### config.mk
export PLATFORM = sky130hd
export DESIGN_NAME = days_between_dates_counter
export DESIGN_NICKNAME = d
export VERILOG_FILES = /design/src/sv/dbd_pkg.sv /design/src/sv/dbd_step.sv /design/src/sv/days_between_dates_counter.sv
export SDC_FILE = /design/constraint.sdc
export NUM_CORES = 1
export LEC_CHECK = 0
export ABC_AREA = 1
export BUFFER_PORTS_ARGS = -buffer_cell sky130_fd_sc_hd__buf_2
export CAP_MARGIN = 5
export CORE_MARGIN = 4
export CORE_UTILIZATION = 50
export DETAILED_ROUTE_END_ITERATION = 16
export PLACE_DENSITY = 0.8
export SYNTH_ARGS = -nofsm -noshare
export SYNTH_HDL_FRONTEND = slang
export SYNTH_SLANG_ARGS = --single-unit
### constraint.sdc
create_clock -name clk -period 5.6 [get_ports clk]
set_input_delay 0.28 -clock clk [delete_from_list [all_inputs] [get_ports clk]]
set_output_delay 0.28 -clock clk [all_outputs]
set_load 0.01 [all_outputs]
### src/sv/dbd_pkg.sv
// Shared types, constants and calendar functions for the days-between-dates counter.
// Used by dbd_step and days_between_dates_counter; depends on nothing else.
`timescale 1ns / 1ps
`default_nettype none

package dbd_pkg;

    localparam int YEAR_W  = 14;
    localparam int MONTH_W = 4;
    localparam int DAY_W   = 5;
    localparam int COUNT_W = 22;
    localparam int R400_W  = 9;

    // Field order puts the year in the top bits so that a plain vector compare
    // orders two dates.
    typedef struct packed {
        logic [YEAR_W-1:0]  year;
        logic [MONTH_W-1:0] month;
        logic [DAY_W-1:0]   day;
    } date_t;

    typedef enum logic [2:0] {
        ST_IDLE,
        ST_MOD_START,
        ST_MOD_END,
        ST_CHECK,
        ST_WALK,
        ST_FINISH
    } state_t;

    localparam logic [YEAR_W-1:0]  YEAR_CYCLE = 14'd400;
    localparam logic [R400_W-1:0]  R400_LAST  = 9'd399;
    localparam logic [R400_W-1:0]  CENT_1     = 9'd100;
    localparam logic [R400_W-1:0]  CENT_2     = 9'd200;
    localparam logic [R400_W-1:0]  CENT_3     = 9'd300;
    localparam logic [COUNT_W-1:0] COUNT_MAX  = 22'h3FFFFF;

    localparam logic [MONTH_W-1:0] MONTH_JAN = 4'd1;
    localparam logic [MONTH_W-1:0] MONTH_FEB = 4'd2;
    localparam logic [MONTH_W-1:0] MONTH_MAR = 4'd3;
    localparam logic [MONTH_W-1:0] MONTH_APR = 4'd4;
    localparam logic [MONTH_W-1:0] MONTH_MAY = 4'd5;
    localparam logic [MONTH_W-1:0] MONTH_JUN = 4'd6;
    localparam logic [MONTH_W-1:0] MONTH_JUL = 4'd7;
    localparam logic [MONTH_W-1:0] MONTH_AUG = 4'd8;
    localparam logic [MONTH_W-1:0] MONTH_SEP = 4'd9;
    localparam logic [MONTH_W-1:0] MONTH_OCT = 4'd10;
    localparam logic [MONTH_W-1:0] MONTH_NOV = 4'd11;
    localparam logic [MONTH_W-1:0] MONTH_DEC = 4'd12;

    localparam logic [DAY_W-1:0] LEN_28 = 5'd28;
    localparam logic [DAY_W-1:0] LEN_29 = 5'd29;
    localparam logic [DAY_W-1:0] LEN_30 = 5'd30;
    localparam logic [DAY_W-1:0] LEN_31 = 5'd31;

    // Leap test on the year reduced modulo 400. Since 400 is a multiple of 4,
    // the low two bits are those of the year itself.
    function automatic logic is_leap(input logic [R400_W-1:0] r400);
        logic leap;
        begin
            leap = (r400[1:0] == 2'b00) && (r400 != CENT_1) && (r400 != CENT_2)
                && (r400 != CENT_3);
            return leap;
        end
    endfunction

    // Days in a month; zero for a month code that names no month.
    function automatic logic [DAY_W-1:0] month_len(input logic [MONTH_W-1:0] m,
                                                   input logic leap);
        logic [DAY_W-1:0] len;
        begin
            unique case (m)
                MONTH_JAN, MONTH_MAR, MONTH_MAY, MONTH_JUL,
                MONTH_AUG, MONTH_OCT, MONTH_DEC: len = LEN_31;
                MONTH_APR, MONTH_JUN, MONTH_SEP, MONTH_NOV: len = LEN_30;
                MONTH_FEB: len = leap ? LEN_29 : LEN_28;
                default: len = '0;
            endcase
            return len;
        end
    endfunction

endpackage

`default_nettype wire

### src/sv/dbd_step.sv
// One-day advance of a valid Gregorian date with month and year rollover.
// Depends on dbd_pkg for the date type and the month-length function.
`timescale 1ns / 1ps
`default_nettype none

module dbd_step (
    input  dbd_pkg::date_t                 cur,
    input  logic [dbd_pkg::R400_W-1:0]     cur_r400,
    output dbd_pkg::date_t                 nxt,
    output logic [dbd_pkg::R400_W-1:0]     nxt_r400
);

    logic [dbd_pkg::DAY_W-1:0] len;

    assign len = dbd_pkg::month_len(cur.month, dbd_pkg::is_leap(cur_r400));

    always_comb
    begin
        nxt      = cur;
        nxt_r400 = cur_r400;
        if (cur.day != len)
        begin
            nxt.day = cur.day + 1'b1;
        end
        else
        begin
            nxt.day = 5'd1;
            if (cur.month == dbd_pkg::MONTH_DEC)
            begin
                nxt.month = dbd_pkg::MONTH_JAN;
                nxt.year  = cur.year + 1'b1;
                nxt_r400  = (cur_r400 == dbd_pkg::R400_LAST) ? '0 : cur_r400 + 1'b1;
            end
            else
            begin
                nxt.month = cur.month + 1'b1;
            end
        end
    end

endmodule

`default_nettype wire

### src/sv/days_between_dates_counter.sv
// Sequence: take the request, reduce the start and end years modulo 400 in turn with one
// shared subtractor, check both dates, then, if both are valid and the start is earlier,
// walk the date stepper day by day until it reaches the end date or the count saturates,
// and load the result register when it is free.
// Throughput: one request at a time; s_tready is high only while the sequencer is idle.
// Reset (rst_n low, asynchronous) empties the result register and idles the sequencer.
// Depends on dbd_pkg and dbd_step.
`timescale 1ns / 1ps
`default_nettype none

module days_between_dates_counter (
    input  logic        clk,
    input  logic        rst_n,
    input  logic        s_tvalid,
    output logic        s_tready,
    // start_day[4:0], start_month[8:5], start_year[22:9],
    // end_day[27:23], end_month[31:28], end_year[45:32], zero pad[47:46]
    input  logic [47:0] s_tdata,
    output logic        m_tvalid,
    input  logic        m_tready,
    // day_count[21:0], zero pad[23:22]
    output logic [23:0] m_tdata,
    // bad_date[0]
    output logic        m_tuser
);

    localparam int YW = dbd_pkg::YEAR_W;
    localparam int RW = dbd_pkg::R400_W;
    localparam int CW = dbd_pkg::COUNT_W;

    dbd_pkg::state_t state_reg, state_next;
    dbd_pkg::date_t  start_reg, start_next;
    dbd_pkg::date_t  end_reg, end_next;
    dbd_pkg::date_t  work_reg, work_next;
    logic [YW-1:0]   rem_reg, rem_next;
    logic [RW-1:0]   start_r400_reg, start_r400_next;
    logic            end_leap_reg, end_leap_next;
    logic [RW-1:0]   work_r400_reg, work_r400_next;
    logic [CW-1:0]   count_reg, count_next;
    logic            bad_reg, bad_next;
    logic [CW-1:0]   out_count_reg, out_count_next;
    logic            out_bad_reg, out_bad_next;
    logic            out_valid_reg, out_valid_next;

    dbd_pkg::date_t  step_date;
    logic [RW-1:0]   step_r400;
    logic [YW-1:0]   rem_diff;
    logic            rem_big;
    logic            start_ok;
    logic            end_ok;
    logic            load_out;
    logic [dbd_pkg::DAY_W-1:0] start_len;
    logic [dbd_pkg::DAY_W-1:0] end_len;

    dbd_step u_step (
        .cur      (work_reg),
        .cur_r400 (work_r400_reg),
        .nxt      (step_date),
        .nxt_r400 (step_r400)
    );

    // The single subtractor that reduces both years modulo 400.
    assign rem_diff = rem_reg - dbd_pkg::YEAR_CYCLE;
    assign rem_big  = (rem_reg >= dbd_pkg::YEAR_CYCLE);

    assign start_len = dbd_pkg::month_len(start_reg.month, dbd_pkg::is_leap(start_r400_reg));
    assign end_len   = dbd_pkg::month_len(end_reg.month, end_leap_reg);
    assign start_ok  = (start_reg.day != '0) && (start_reg.day <= start_len);
    assign end_ok    = (end_reg.day != '0) && (end_reg.day <= end_len);

    assign load_out = (state_reg == dbd_pkg::ST_FINISH) && (!out_valid_reg || m_tready);

    assign s_tready = (state_reg == dbd_pkg::ST_IDLE);
    assign m_tvalid = out_valid_reg;
    assign m_tdata  = {2'b00, out_count_reg};
    assign m_tuser  = out_bad_reg;

    always_comb
    begin
        state_next      = state_reg;
        start_next      = start_reg;
        end_next        = end_reg;
        work_next       = work_reg;
        rem_next        = rem_reg;
        start_r400_next = start_r400_reg;
        end_leap_next   = end_leap_reg;
        work_r400_next  = work_r400_reg;
        count_next      = count_reg;
        bad_next        = bad_reg;
        out_count_next  = out_count_reg;
        out_bad_next    = out_bad_reg;
        out_valid_next  = out_valid_reg && !m_tready;

        unique case (state_reg)
            dbd_pkg::ST_IDLE:
            begin
                if (s_tvalid)
                begin
                    start_next.day   = s_tdata[4:0];
                    start_next.month = s_tdata[8:5];
                    start_next.year  = s_tdata[22:9];
                    end_next.day     = s_tdata[27:23];
                    end_next.month   = s_tdata[31:28];
                    end_next.year    = s_tdata[45:32];
                    rem_next         = s_tdata[22:9];
                    state_next       = dbd_pkg::ST_MOD_START;
                end
            end
            dbd_pkg::ST_MOD_START:
            begin
                if (rem_big)
                begin
                    rem_next = rem_diff;
                end
                else
                begin
                    start_r400_next = rem_reg[RW-1:0];
                    rem_next        = end_reg.year;
                    state_next      = dbd_pkg::ST_MOD_END;
                end
            end
            dbd_pkg::ST_MOD_END:
            begin
                if (rem_big)
                begin
                    rem_next = rem_diff;
                end
                else
                begin
                    end_leap_next = dbd_pkg::is_leap(rem_reg[RW-1:0]);
                    state_next    = dbd_pkg::ST_CHECK;
                end
            end
            dbd_pkg::ST_CHECK:
            begin
                count_next = '0;
                if (!start_ok || !end_ok)
                begin
                    bad_next   = 1'b1;
                    state_next = dbd_pkg::ST_FINISH;
                end
                else
                begin
                    bad_next       = 1'b0;
                    work_next      = start_reg;
                    work_r400_next = start_r400_reg;
                    state_next     = (start_reg < end_reg) ? dbd_pkg::ST_WALK
                                                           : dbd_pkg::ST_FINISH;
                end
            end
            dbd_pkg::ST_WALK:
            begin
                // A saturated count ends the walk early; the answer cannot change.
                if ((work_reg == end_reg) || (count_reg == dbd_pkg::COUNT_MAX))
                begin
                    state_next = dbd_pkg::ST_FINISH;
                end
                else
                begin
                    work_next      = step_date;
                    work_r400_next = step_r400;
                    count_next     = count_reg + 1'b1;
                end
            end
            dbd_pkg::ST_FINISH:
            begin
                if (load_out)
                begin
                    out_count_next = count_reg;
                    out_bad_next   = bad_reg;
                    out_valid_next = 1'b1;
                    state_next     = dbd_pkg::ST_IDLE;
                end
            end
            default:
            begin
                state_next = dbd_pkg::ST_IDLE;
            end
        endcase
    end

    always_ff @(posedge clk or negedge rst_n)
    begin
        if (!rst_n)
        begin
            state_reg      <= dbd_pkg::ST_IDLE;
            out_valid_reg  <= 1'b0;
            work_reg.day   <= 5'd1;
            work_reg.month <= dbd_pkg::MONTH_JAN;
            work_reg.year  <= 14'd1;
            work_r400_reg  <= 9'd1;
            count_reg      <= '0;
        end
        else
        begin
            state_reg     <= state_next;
            out_valid_reg <= out_valid_next;
            work_reg      <= work_next;
            work_r400_reg <= work_r400_next;
            count_reg     <= count_next;
        end
    end

    always_ff @(posedge clk)
    begin
        start_reg      <= start_next;
        end_reg        <= end_next;
        rem_reg        <= rem_next;
        start_r400_reg <= start_r400_next;
        end_leap_reg   <= end_leap_next;
        bad_reg        <= bad_next;
        out_count_reg  <= out_count_next;
        out_bad_reg    <= out_bad_next;
    end

    a_bad_means_zero: assert property (@(posedge clk) disable iff (!rst_n)
        m_tvalid && m_tuser |-> m_tdata[CW-1:0] == '0)
        else $error("bad_date result carries a nonzero day count");

    a_walk_not_past_end: assert property (@(posedge clk) disable iff (!rst_n)
        state_reg == dbd_pkg::ST_WALK |-> work_reg <= end_reg)
        else $error("working date moved past the end date");

    a_r400_in_range: assert property (@(posedge clk) disable iff (!rst_n)
        state_reg == dbd_pkg::ST_WALK |-> work_r400_reg <= dbd_pkg::R400_LAST)
        else $error("year residue left the range of a 400-year cycle");

    a_finish_loads: assert property (@(posedge clk) disable iff (!rst_n)
        load_out |=> m_tvalid && state_reg == dbd_pkg::ST_IDLE)
        else $error("finished request did not reach the result register");

endmodule

`default_nettype wire
### After elaboration in Yosys (flattened, before gate mapping)

Index checks and enable logic that the tools add are counted.

| cells by class | value |
|---|---|
| add/subtract/negate cells | 6 |
| magnitude comparators | 4 |
| equality and inequality tests | 64 |
| muxes and demuxes | 36 |
| bitwise operators | 1 |
| reductions and logical operators | 44 |

Operators by type and width:

| kind | number |
|---|---|
| $eq A4 B4 Y1 const B | 15 |
| $mux W14 | 4 |
| $eq A4 B3 Y1 const B | 12 |
| $mux W23 | 2 |
| $pmux W23 S2 | 1 |
| $mux W9 | 5 |
| $pmux W5 S3 | 3 |
| $pmux W22 S2 | 1 |
| $pmux W14 S3 | 1 |
| $ne A9 B7 Y1 const B | 3 |
| $ne A9 B8 Y1 const B | 3 |
| $ne A9 B9 Y1 const B | 3 |
| $eq A4 B2 Y1 const B | 6 |
| $eq A23 B23 Y1 | 1 |
| $lt A23 B23 Y1 | 1 |
| $add A22 B1 Y22 const B | 1 |
| $eq A22 B22 Y1 const B | 1 |
| $mux W22 | 1 |
| $reduce_or A7 Y1 | 3 |
| $mux W18 | 1 |
| $ne A2 B2 Y1 const B | 9 |
| $pmux W3 S6 | 1 |
| $pmux W9 S2 | 1 |
| $mux W3 | 5 |
| 31 further kinds | 71 |

| word-level totals | value |
|---|---|
| bits in registers | 152 |
| input port bits | 52 |
| output and inout bits | 27 |
| word-level logic and storage cells | 174 |

### Longest topological paths before layout

Gate-level depths: netlist of run 1.

| depth | value |
|---|---|
| depth in word-level cells | 12 |
| gate-level depth with buffers | 19 |
| mapped depth without buffers | 18 |

### Cells and area by module

A second synthesis of run 1 with hierarchy kept.

| second synthesis, totals | value |
|---|---|
| cells, all modules | 1327 |
| area, all modules | 9821.9 sq um |

Modules (own cells, without submodules):

| module | instances | cells an instance | area an instance (sq um) | seq. area each (sq um) |
|---|---|---|---|---|
| days_between_dates_counter | 1 | 993 | 8249.2 | 4279.1 |
| dbd_step | 1 | 334 | 1572.8 | 0.0 |

### Least setup slack after synthesis of run 1

OpenSTA, ideal clock, no wires.

| path | value |
|---|---|
| path type | register -> register |
| start point | reg state_reg[0] |
| end point | reg end_reg[0] (netlist bit), enable pin |
| setup time | 506 ps |
| arrival | 3838 ps |
| data required time | 5094 ps |
| setup slack | 1255 ps |
| cell stages (with the launch flop) | 4 |
| path buffers | 0 |
| clock period less this slack | 4345 ps |
| cells stage by stage | dfrtp_1 > nor2_2 > inv_2 > nor3_1 |

| on the way | value |
|---|---|
| cells in the longest elaborated chain, start to end | 2 |

Ends and longest elaborated chain:

| what | RTL line | source |
|---|---|---|
| start, declared | days_between_dates_counter.sv:31 | `dbd_pkg::state_t state_reg, state_next;` |
| start signal, assigned | days_between_dates_counter.sv:186 | `state_reg <= dbd_pkg::ST_IDLE;` |
| start signal, assigned | days_between_dates_counter.sv:196 | `state_reg <= state_next;` |
| $logic_not A3 Y1 | days_between_dates_counter.sv:94 | `unique case (state_reg)` |
| $reduce_and A2 Y1 (no line) | - |  |
| end signal, assigned | days_between_dates_counter.sv:207 | `end_reg <= end_next;` |
| end, declared | days_between_dates_counter.sv:33 | `dbd_pkg::date_t end_reg, end_next;` |

No other way between the ends.
A chain may end at the register's enable or synchronous reset.

### Worst setup path in the final report of run 1

| path | value |
|---|---|
| start point | reg start_reg[8] (netlist bit) |
| end point | reg work_reg[5] (netlist bit) |

| on the way | value |
|---|---|
| cells in the longest elaborated chain, start to end | 9 |
| elaborated cells between the ends (all ways) | 21 |
| those cells by class | order compare: 1; eq/ne: 13; mux: 1; reduce/logical: 6 |

Ends and longest elaborated chain:

| what | RTL line | source |
|---|---|---|
| start, declared | days_between_dates_counter.sv:32 | `dbd_pkg::date_t start_reg, start_next;` |
| start signal, assigned | days_between_dates_counter.sv:206 | `start_reg <= start_next;` |
| $eq A4 B1 Y1 (tied with other cells) | dbd_pkg.sv:72 | `unique case (m)` |
| $reduce_or A7 Y1 or $reduce_or A4 Y1 (tied branches) | dbd_pkg.sv:72 |  |
| $pmux W5 S3 (*) | dbd_pkg.sv:72 |  |
| $le A5 B5 Y1 (*) | days_between_dates_counter.sv:68 | `assign start_ok = (start_reg.day != '0) && (start_reg.day <= start_len);` |
| $logic_and A1 B1 Y1 (*) | days_between_dates_counter.sv:68 |  |
| $logic_not A1 Y1 (*) | days_between_dates_counter.sv:137 | `if (!start_ok \|\| !end_ok)` |
| $logic_or A1 B1 Y1 (*) | days_between_dates_counter.sv:137 |  |
| $ne A2 B2 Y1 (no line) (*) | - |  |
| $reduce_and A4 Y1 (no line) (*) | - |  |
| end signal, assigned | days_between_dates_counter.sv:198 | `work_reg <= work_next;` |
| end, declared | days_between_dates_counter.sv:34 | `dbd_pkg::date_t work_reg, work_next;` |

Mark *: on every way between the ends. The rest lies on a longest branch, timed or not.

==> results.yml, run 1 <==
outcome:
  status: "completed"
synthesis:
  synth_top_family_by_area: "simple AND/OR/NAND/NOR gates"
  ys_ff_latch: 152
  yosys.area_share.xor_xnor_pct: 3.37
  syn_area_um2: 8840
  syn_inst: 1039
  synth.mux.area_fraction_pct: 0
  yosysTopAreaCellShare_pct: 31.9
  synthSimpleGateAreaFrac_pct: 26.5
  ys_types: 43
  synth_fa_ha_area_share_pct: 6.37
  syn_area_per_cell_um2: 8.51
  yosys-top-cells-area: "edfxtp_1, dfrtp_1, nand2_1, ha_1, inv_1"
  yosys_warnings: 0
  synth-compound-area-share_pct: 8.15
  seq_area_frac_synth_pct: 48.4
  yosys.area.top_type: "edfxtp_1"
routing:
  routedWlPerCell_um: 15.3
  vias: 7455
  firstDrtPassIters: 6
  drc_errors: 0
  ant_nets: 0
  drt_iter0_drc: 733
  vias_per_cell: 5.53
  wirelength_um: 20600
global_routing:
  grt_pass1_wl_um: 34200
  grt_usage_pct: 21.4
  grt_overflow: 0
  antenna_found_initial: 0
  grt_max_degree: 59
  grt_pass1_vias: 7211
timing:
  maxSlewViolCount: 0
  max-slew-margin-rel_pct: 20.2
  setup_viol: 0
  hold_slack_ns: 0.0270
  rsz0062_at_grt: "false"
  finalSetupTns_ns: 0
  clock.fmax_mhz: 317
  fin_skew_ns: 0.00961
  hold_violations: 0
  worstMarginPinSlew_ns: 1.20
  finalCritPeriodShare_pct: 56.3
  fin_crit_ns: 3.15
critical_path:
  reg2reg_to: "work_reg[5]$_DFFE_PN1P_"
  start_kind: "register"
  reg2reg_slack_ns: 2.45
  critical_path_arrival_ns: 3.48
  reg2reg_depth: 17
  worstSetupPathType: "reg2reg"
  slowest_stage: "edfxtp_1"
  required_ns: 5.93
  path_cells: "nor2_1 -> nand2_1 -> nand2_1 -> o21a_1 -> ha_1 -> nand2_1 -> inv_1 -> o21ai_0 -> nand3_1 -> nand2_1 -> nand3_1 -> nand2_1 -> inv_1 -> a21oi_4 -> buf_4 -> nand2_2 -> o21ai_0"
  end_kind: "register"
  cpLargestDelayFamily: "simple AND/OR/NAND/NOR gates"
  r2r-start: "start_reg[8]$_DFFE_PP_"
  path_buf_inv: 3
  crit_path_max_incr_delay_ns: 0.50
  crit_top_cell: "nand2_1"
  worstPathMaxFanout: 31
cts:
  clk_pin_slew_ns: 0.06
  cts_buffers: 17
  insertion_delay_ns: 0.42
  postCtsSetupBuffers: 0
  cts_root_buf: "clkbuf_16"
  htree_num_levels: 4
  ctsResizeCount: 0
  cts_tree: "done"
  cts_sinks: 152
  cts_buffer_depth: 2
  holdBufCountCts: 0
finish:
  final_common_cell: "nand2_1"
  syn2layout_area_growth_pct: 14.1
  fin_util_pct: 58.3
  diodes: 0
  fin_cells: 1347
  nets: 1206
  drive_above_1_share_pct: 13.4
  layout_common_cells: "nand2_1, inv_1, edfxtp_1, nor2_1, buf_2"
power_and_ir_drop:
  p_total_w: 0.00510
  p_leak_nw: 4.57
  peakVddDrop_v: 0.000333
  power_density_nw_per_um2: 505
die:
  dieArea_um2: 19900
  die_x_um: 141
  die_height_um: 141
  design.core.area_um2: 17300
  start_util_pct: 51.1
  rows: 48
  io-pin-count: 79
worst_hold_path:
  hp-class: "in2async"
flow_run:
  cap_violations: 0
placed_design:
  port_buffers: 74
  dp.final_hpwl_um: 14600
  gp_congestion: 0.950
  place_inst: 1315
metrics by stage:
step / worst slack [ns] / cell area [µm²]
4_1_cts: 2.46 / 10100
5_1_grt: 2.18 / 10100
2_1_floorplan: 1.26 / 8850
3_3_place_gp: 2.65 / 9370
3_5_place_dp: 2.55 / 9370
6_report: 2.45 / 10100
how the worst max path moves through the flow:
stage / from / end / slack (ns) / cells past startpoint
2_1_floorplan: state_reg[0]$_DFFE_PN0P_ / end_reg[0]$_DFFE_PP_ / 1.26 / 3
3_3_place_gp: end_reg[8]$_DFFE_PP_ / work_reg[8]$_DFFE_PN0P_ / 2.65 / 16
3_5_place_dp: start_reg[8]$_DFFE_PP_ / work_reg[8]$_DFFE_PN0P_ / 2.55 / 18
4_1_cts: start_reg[8]$_DFFE_PP_ / work_reg[5]$_DFFE_PN1P_ / 2.46 / 17
5_1_grt: end_reg[8]$_DFFE_PP_ / work_reg[5]$_DFFE_PN1P_ / 2.18 / 15
6_report: start_reg[8]$_DFFE_PP_ / work_reg[5]$_DFFE_PN1P_ / 2.45 / 17
cell type report:
cell class	instances	area, µm²
Clock buffer	18	429
Clock inverter	14	294
Fill cell	1469	7210
Inverter	122	458
Multi-Input combinational cell	737	3940
Sequential cell	152	4280
Tap cell	225	282
Timing Repair Buffer	79	408
cell families (layout without fill, tap and decap cells):
logic type,after synthesis,count (layout)
buffers and inverters,151,233
adder cells (fa/ha/maj),45,45
XOR/XNOR,34,34
AND/OR/NAND/NOR,530,530
AO/OA/AOI/OAI,126,126
flip-flops,152,152
other,1,2
power breakdown:
part | switching (W) | total (W) | internal [W]
clock | 0.000463 | 0.00140 | 0.000933
sequential | 0.000326 | 0.00190 | 0.00158
combinational | 0.00120 | 0.00180 | 0.000596
total | 0.00199 | 0.00510 | 0.00311
Yosys cell counts (all sizes together):
cell type  count
nand2        299
nor3          30
xnor2          9
a22oi          2
a2111oi        1
o211ai         6
edfxtp        94
ha            45
inv          122
xor2          25
a21oi         47
and2           1
nor4           4
nand4         47
conb           1
a31oi          2
a21o           1
dfrtp         54
o21a           4
o22ai          5
nand3         60
nor2          88
o31ai         12
dfstp          4
buf           21
clkbuf         8
or2            1
o21ai         46
metal layers:
layer / up-vias / GRT usage (%) / routed length, µm
li1: 3631 / - / -
met1: 3431 / 26.1 / 8220
met2: 346 / 37.1 / 10400
met3: 47 / 4.78 / 1540
met4: 0 / 8.16 / 480
met5: - / 0 / 0
No activity file was read; power rests on OpenSTA's default activity.
==> run 2: changes to the inputs <==
ABC_AREA = 0   (was 1)
clock period = 3.22 ns   (was 5.6 ns; I/O delays follow)
==> run 2 against run 1 <==
Die area shrank 4.8%. Clock power rose by 39%. Clock-buffer cell count increased by 1. Setup slack lost 2.3 ns. Core utilization increased by 3.6 points. Final cell count fell by 15%. Wire length grew 5.6%. Critical endpoint is now work_reg[11]$_DFFE_PN0P_.
==> results.yml, run 2 <==
global_routing:
  grt_max_degree: 39
  grt_pass1_vias: 6729
  grt_overflow: 0
  grt_usage_pct: 23.8
  antenna_found_initial: 1
  grt_pass1_wl_um: 34800
finish:
  fin_util_pct: 61.9
  drive_above_1_share_pct: 19.4
  final_common_cell: "edfxtp_1"
  layout_common_cells: "edfxtp_1, buf_2, dfrtp_1, a21oi_1, dlygate4sd3_1"
  fin_cells: 1148
  syn2layout_area_growth_pct: 22.0
  nets: 1011
synthesis:
  ys_ff_latch: 152
  syn_area_um2: 8390
  ys_types: 77
  syn_inst: 770
  yosysTopAreaCellShare_pct: 33.6
  synth_ff_type: "edfxtp_1"
  seq_area_frac_synth_pct: 51.0
  synth_enable_flop_cells: 94
  yosysMostFrequentCell: "edfxtp_1"
  yosys-top-cells-area: "edfxtp_1, dfrtp_1, ha_1, a21oi_1, o21ai_0"
  ys_top_cells_by_count: "edfxtp_1, a21oi_1, dfrtp_1"
  synth_async_sr_flop_share_pct: 38.2
  yosys.area.top_type: "edfxtp_1"
  syn_area_per_cell_um2: 10.9
  yosys_warnings: 0
worst_hold_path:
  hp-class: "in2reg"
  holdPathEnd: "m_tvalid$_DFF_PN0_"
  hold_depth: 3
  min_from: "m_tready"
cts:
  clk_pin_slew_ns: 0.06
  cts_buffers: 17
  htree_num_levels: 4
  insertion_delay_ns: 0.43
  cts_tree: "done"
  cts_buffer_depth: 2
  cts_sinks: 152
  cts_root_buf: "clkbuf_16"
power_and_ir_drop:
  p_leak_nw: 4.16
  p_total_w: 0.00831
  peakVddDrop_v: 0.000508
  power_density_nw_per_um2: 811
critical_path:
  reg2reg_depth: 12
  required_ns: 3.57
  end_kind: "register"
  worstPathMaxFanout: 8
  r2r-start: "start_reg[8]$_DFFE_PP_"
  start_kind: "register"
  reg2reg_to: "work_reg[11]$_DFFE_PN0P_"
  worstSetupPathType: "reg2reg"
  critical_path_arrival_ns: 3.39
  reg2reg_slack_ns: 0.18
placed_design:
  dp.final_hpwl_um: 14200
  gp_congestion: 0.860
  placement.setup.worst_slack_ns: 0.0613
  port_buffers: 74
  place_inst: 1062
die:
  rows: 47
  dieArea_um2: 18900
  die_x_um: 138
  die_height_um: 138
  start_util_pct: 50.8
  io-pin-count: 79
  design.core.area_um2: 16500
timing:
  setup_ws_ns: 0.185
  maxSlewViolCount: 0
  fin_crit_ns: 3.04
  finalCritPeriodShare_pct: 94.3
  max-slew-margin-rel_pct: 53.8
  worstMarginPinSlew_ns: 0.686
  fin_skew_ns: 0.00945
  hold_violations: 0
  clock.fmax_mhz: 329
  setup_viol: 0
routing:
  routedWlPerCell_um: 18.9
  firstDrtPassIters: 8
  drc_errors: 0
  vias_per_cell: 5.99
  drt_iter0_drc: 765
  ant_nets: 0
  vias: 6875
  wirelength_um: 21700
flow_run:
  cap_violations: 0
outcome:
  status: "completed"
## run 2: changes by cell type after synthesis, moves of 11 or more
cell / delta
nand4_1: -31
inv_1: -62
nand2b_1: +11
xnor2_1: +12
or4_1: +11
a31oi_1: +13
nor2_1: -47
inv_2: -14
nand3_1: -24
nand2_1: -247
## run 2: stage by stage
stage | hold WS, ns | setup TNS (ns) | area, µm²
detailed placement | 0.152 | 0 | 9090
finish | 0.0184 | 0 | 10200
floorplan | -0.135 | 0 | 8390
global placement | 0.144 | 0 | 9090
CTS | 0.0107 | 0 | 10100
global route | 0.0326 | -0.0130 | 10200
## run 2: how the worst max path moves through the flow
stage | start | to | slack (ns)
final | start_reg[8]$_DFFE_PP_ | work_reg[11]$_DFFE_PN0P_ | 0.18
after global routing | start_reg[6]$_DFFE_PP_ | work_reg[11]$_DFFE_PN0P_ | -0.01
after CTS | start_reg[8]$_DFFE_PP_ | work_reg[11]$_DFFE_PN0P_ | 0.02
after detailed placement | start_reg[8]$_DFFE_PP_ | work_reg[11]$_DFFE_PN0P_ | 0.06
after global placement | start_reg[8]$_DFFE_PP_ | work_reg[11]$_DFFE_PN0P_ | 0.13
after floorplan | start_reg[8]$_DFFE_PP_ | work_reg[2]$_DFFE_PN0P_ | 0.16
## run 2: cell families (layout without fill, tap and decap cells)
family	Yosys count	after routing	synth area share, %
other cells	1	3	0.0447
flops	152	152	51.0
mux	9	9	1.07
fa+ha+maj	45	45	6.71
simple gates	234	234	15.7
xor+xnor	39	39	4.07
compound gates	212	212	17.1
buf+inv	78	234	4.29
## run 2: area by class of cell
cell class | count | area (µm²)
inverter | 46 | 173
sequential | 152 | 4280
clock inverter | 13 | 110
fill | 1235 | 6290
tap | 220 | 275
antenna | 1 | 2.50
clock buffer | 19 | 464
multi-input combinational | 541 | 3810
timing repair buffer | 156 | 1120
## run 2: worst max-delay path: stages, from the launching register on
cell and delay (ns):
edfxtp_1 0.39, or4_4 0.58, nand2_4 0.11, ha_4 0.21, a21oi_1 0.13, a21boi_0 0.10, o32a_1 0.35, a211oi_2 0.15
buf_4 0.18, a22oi_4 0.13, buf_12 0.19, nor4_2 0.27, a2bb2oi_1 0.17
## run 2: metal layers
layer | GRT usage, % | share of wire (%) | vias to the layer above
met1 | 30.3 | 40 | 3254
met4 | 13.0 | 4.8 | 0
li1 | - | - | 3206
met2 | 38.0 | 48 | 332
met5 | 0 | 0 | -
met3 | 4.82 | 6.8 | 83
## run 2: what timing repair did
action / in CTS / in global routing
endpoints found under the setup margin: 0 / 30
hold endpoints to repair: 65 / 0
resized for setup: 0 / 9
buffers inserted: 0 / 6
hold buffers: 47 / 0
## run 2: report_power, final
group | switching [W] | internal [W] | total [W] | leakage [nW]
sequential | 0.000650 | 0.00269 | 0.00334 | 1.63
combinational | 0.00171 | 0.00132 | 0.00302 | 2.26
clock | 0.000863 | 0.00107 | 0.00194 | 0.272
total | 0.00322 | 0.00508 | 0.00831 | 4.16
==> run 3: changes to the inputs <==
CELL_PAD_IN_SITES_DETAIL_PLACEMENT = 2   (was not set)
CELL_PAD_IN_SITES_GLOBAL_PLACEMENT = 2   (was not set)
CORE_UTILIZATION = 41   (was 50)
CTS_BUF_LIST = sky130_fd_sc_hd__clkbuf_2 sky130_fd_sc_hd__clkbuf_4 sky130_fd_sc_hd__clkbuf_8   (was not set)
GPL_ROUTABILITY_DRIVEN = 0   (was not set)
PLACE_DENSITY = 0.94   (was 0.8)
==> run 3 against run 2 <==
The flow now finishes with violations (setup timing). Critical path type unchanged. Combinational power up 49%. Clock-buffer cell count down 1. Sequential power up 9.3%. Register-to-register slack worse by 0.71 ns. Core utilization down 9.8 points. Flip-flop and latch count unchanged. Global-route usage up 13 points. Non-clock buffer count up 18.
==> results.yml, run 3 (same netlist as run 2, synthesis figures left out) <==
die:
  design.core.area_um2: 20200
  die_height_um: 151
  io-pin-count: 79
  rows: 52
  start_util_pct: 41.6
  die_x_um: 151
  dieArea_um2: 22800
cts:
  cts_sinks: 152
  cts_root_buf: "clkbuf_8"
  insertion_delay_ns: 0.53
  htree_num_levels: 4
  cts_buffers: 17
  clk_pin_slew_ns: 0.13
  cts_tree: "done"
  cts_buffer_depth: 2
routing:
  vias_per_cell: 7.12
  firstDrtPassIters: 5
  drt_iter0_drc: 1237
  wirelength_um: 47000
  routedWlPerCell_um: 38.7
  vias: 8658
  ant_nets: 0
  drc_errors: 0
power_and_ir_drop:
  power_frac_seq_pct: 37.2
  pwr-share-comb_pct: 45.8
  swShare_pct: 50.2
  p_total_w: 0.00981
  power_density_nw_per_um2: 932
  power.switching_w: 0.00493
  peakVddDrop_v: 0.000530
  internal-power_w: 0.00489
  clkPwrFrac_pct: 17.0
  p_leak_nw: 4.23
timing:
  fin_crit_ns: 3.75
  hold_violations: 0
  finalSetupTns_ns: -8.98
  setup_viol: 41
  fin_skew_ns: 0.0438
  clock.fmax_mhz: 267
  setup_ws_ns: -0.525
  maxSlewViolCount: 0
  finalCritPeriodShare_pct: 116
  worstMarginPinSlew_ns: 0.939
  max-slew-margin-rel_pct: 37.4
  rsz0062_at_grt: "true"
outcome:
  failed_checks: "setup timing"
  status: "finished, violations left"
global_routing:
  antenna_found_initial: 4
  grt_pass1_vias: 8729
  grt_max_degree: 33
  grt_overflow: 0
  grt_pass1_wl_um: 60200
  grt_usage_pct: 36.4
placed_design:
  port_buffers: 74
  dp.final_hpwl_um: 22300
  placement.setup.worst_slack_ns: -0.248
  placed_area_um2: 9230
critical_path:
  worstPathMaxFanout: 8
  required_ns: 3.55
  worstSetupPathType: "reg2reg"
  start_kind: "register"
  end_kind: "register"
  critical_path_arrival_ns: 4.08
finish:
  diodes: 0
  fin_area_um2: 10500
  nets: 1030
  layout_common_cells: "edfxtp_1, buf_2, dfrtp_1, a21oi_1, dlygate4sd3_1"
  drive_above_1_share_pct: 24.4
  syn2layout_area_growth_pct: 25.4
  final_common_cell: "edfxtp_1"
worst_hold_path:
  hp-class: "in2reg"
flow_run:
  cap_violations: 0
[run 3: changes by cell type in the layout (fill, tap and decap cells not counted), moves of 4 or more]
cell       change
a21oi_1        -4
buf_4         +11
o21ai_0        -9
clkbuf_8      +16
buf_6          +6
clkbuf_16     -18
o21ai_1        +4
[run 3: routing by layer]
metal  GRT usage (%)  share of wire (%)  wire length (µm)  up-vias
met4            19.4                8.4              3950        8
met1            44.2                 34             16100     4265
met2            61.0                 47             22000      866
met5               0               0.14                64        -
met3            7.27                 10              4930      288
li1                -                  -                 -     3231
[run 3: worst paths after layout]
kind	to	startpoint	cells after the start	slack (ns)
min in group asynchronous	work_reg[20]$_DFFE_PN0P_	rst_n	2	0.32
worst min-delay path	m_tvalid$_DFF_PN0_	m_tready	3	0.08
worst min register to register	m_tuser$_DFFE_PP_	bad_reg$_DFFE_PP_	0	0.43
worst max-delay path	work_reg[18]$_DFFE_PN0P_	start_r400_reg[8]$_DFFE_PP_	14	-0.53
worst max register to register	work_reg[18]$_DFFE_PN0P_	start_r400_reg[8]$_DFFE_PP_	14	-0.53
max in group asynchronous	work_reg[5]$_DFFE_PN1P_	rst_n	3	2.01
[run 3: cell type report]
type | count | area [µm²]
Sequential cell | 152 | 4280
Clock inverter | 14 | 143
Inverter | 46 | 173
Timing Repair Buffer | 174 | 1290
Fill cell | 1984 | 9650
Multi-Input combinational cell | 542 | 4060
Clock buffer | 18 | 241
Tap cell | 270 | 338
[run 3: repair_timing]
item | CTS | global route
gates resized for setup | 21 | 48
cloned | 1 | 0
endpoints found under the setup margin | 33 | 33
buffers inserted | 3 | 13
endpoints found under the hold margin | 75 | 0
hold buffers | 47 | 0
pin swaps | 3 | 13
[run 3: power by group through the flow]
stage                     logic [W]  registers [W]  clock network [W]
after floorplan             0.00217        0.00311                  0
after global placement      0.00288        0.00334                  0
after detailed placement    0.00323        0.00344                  0
after CTS                   0.00360        0.00344            0.00151
after global routing        0.00458        0.00364            0.00170
final                       0.00449        0.00365            0.00166
[run 3: through the flow]
step	std cells	hold slack, ns	utilization [%]
final	1216	0.0822	52.2
after global routing	1216	0.0844	52.2
after CTS	1203	0.0415	50.6
after detailed placement	1120	0.315	45.7
after global placement	1120	0.297	45.7
after floorplan	771	-0.135	-
[run 3: worst max-delay path: stages (launching register included)]
cell and delay (ns):
edfxtp_1 0.47, inv_2 0.10, o21ai_4 0.20, a41oi_2 0.17, or3_4 0.39, a21oi_2 0.19, o21ai_1 0.10, ha_1 0.31
inv_1 0.05, o32a_1 0.20, a211oi_2 0.18, buf_4 0.19, a22oi_4 0.15, nor3_1 0.66, o22ai_2 0.21
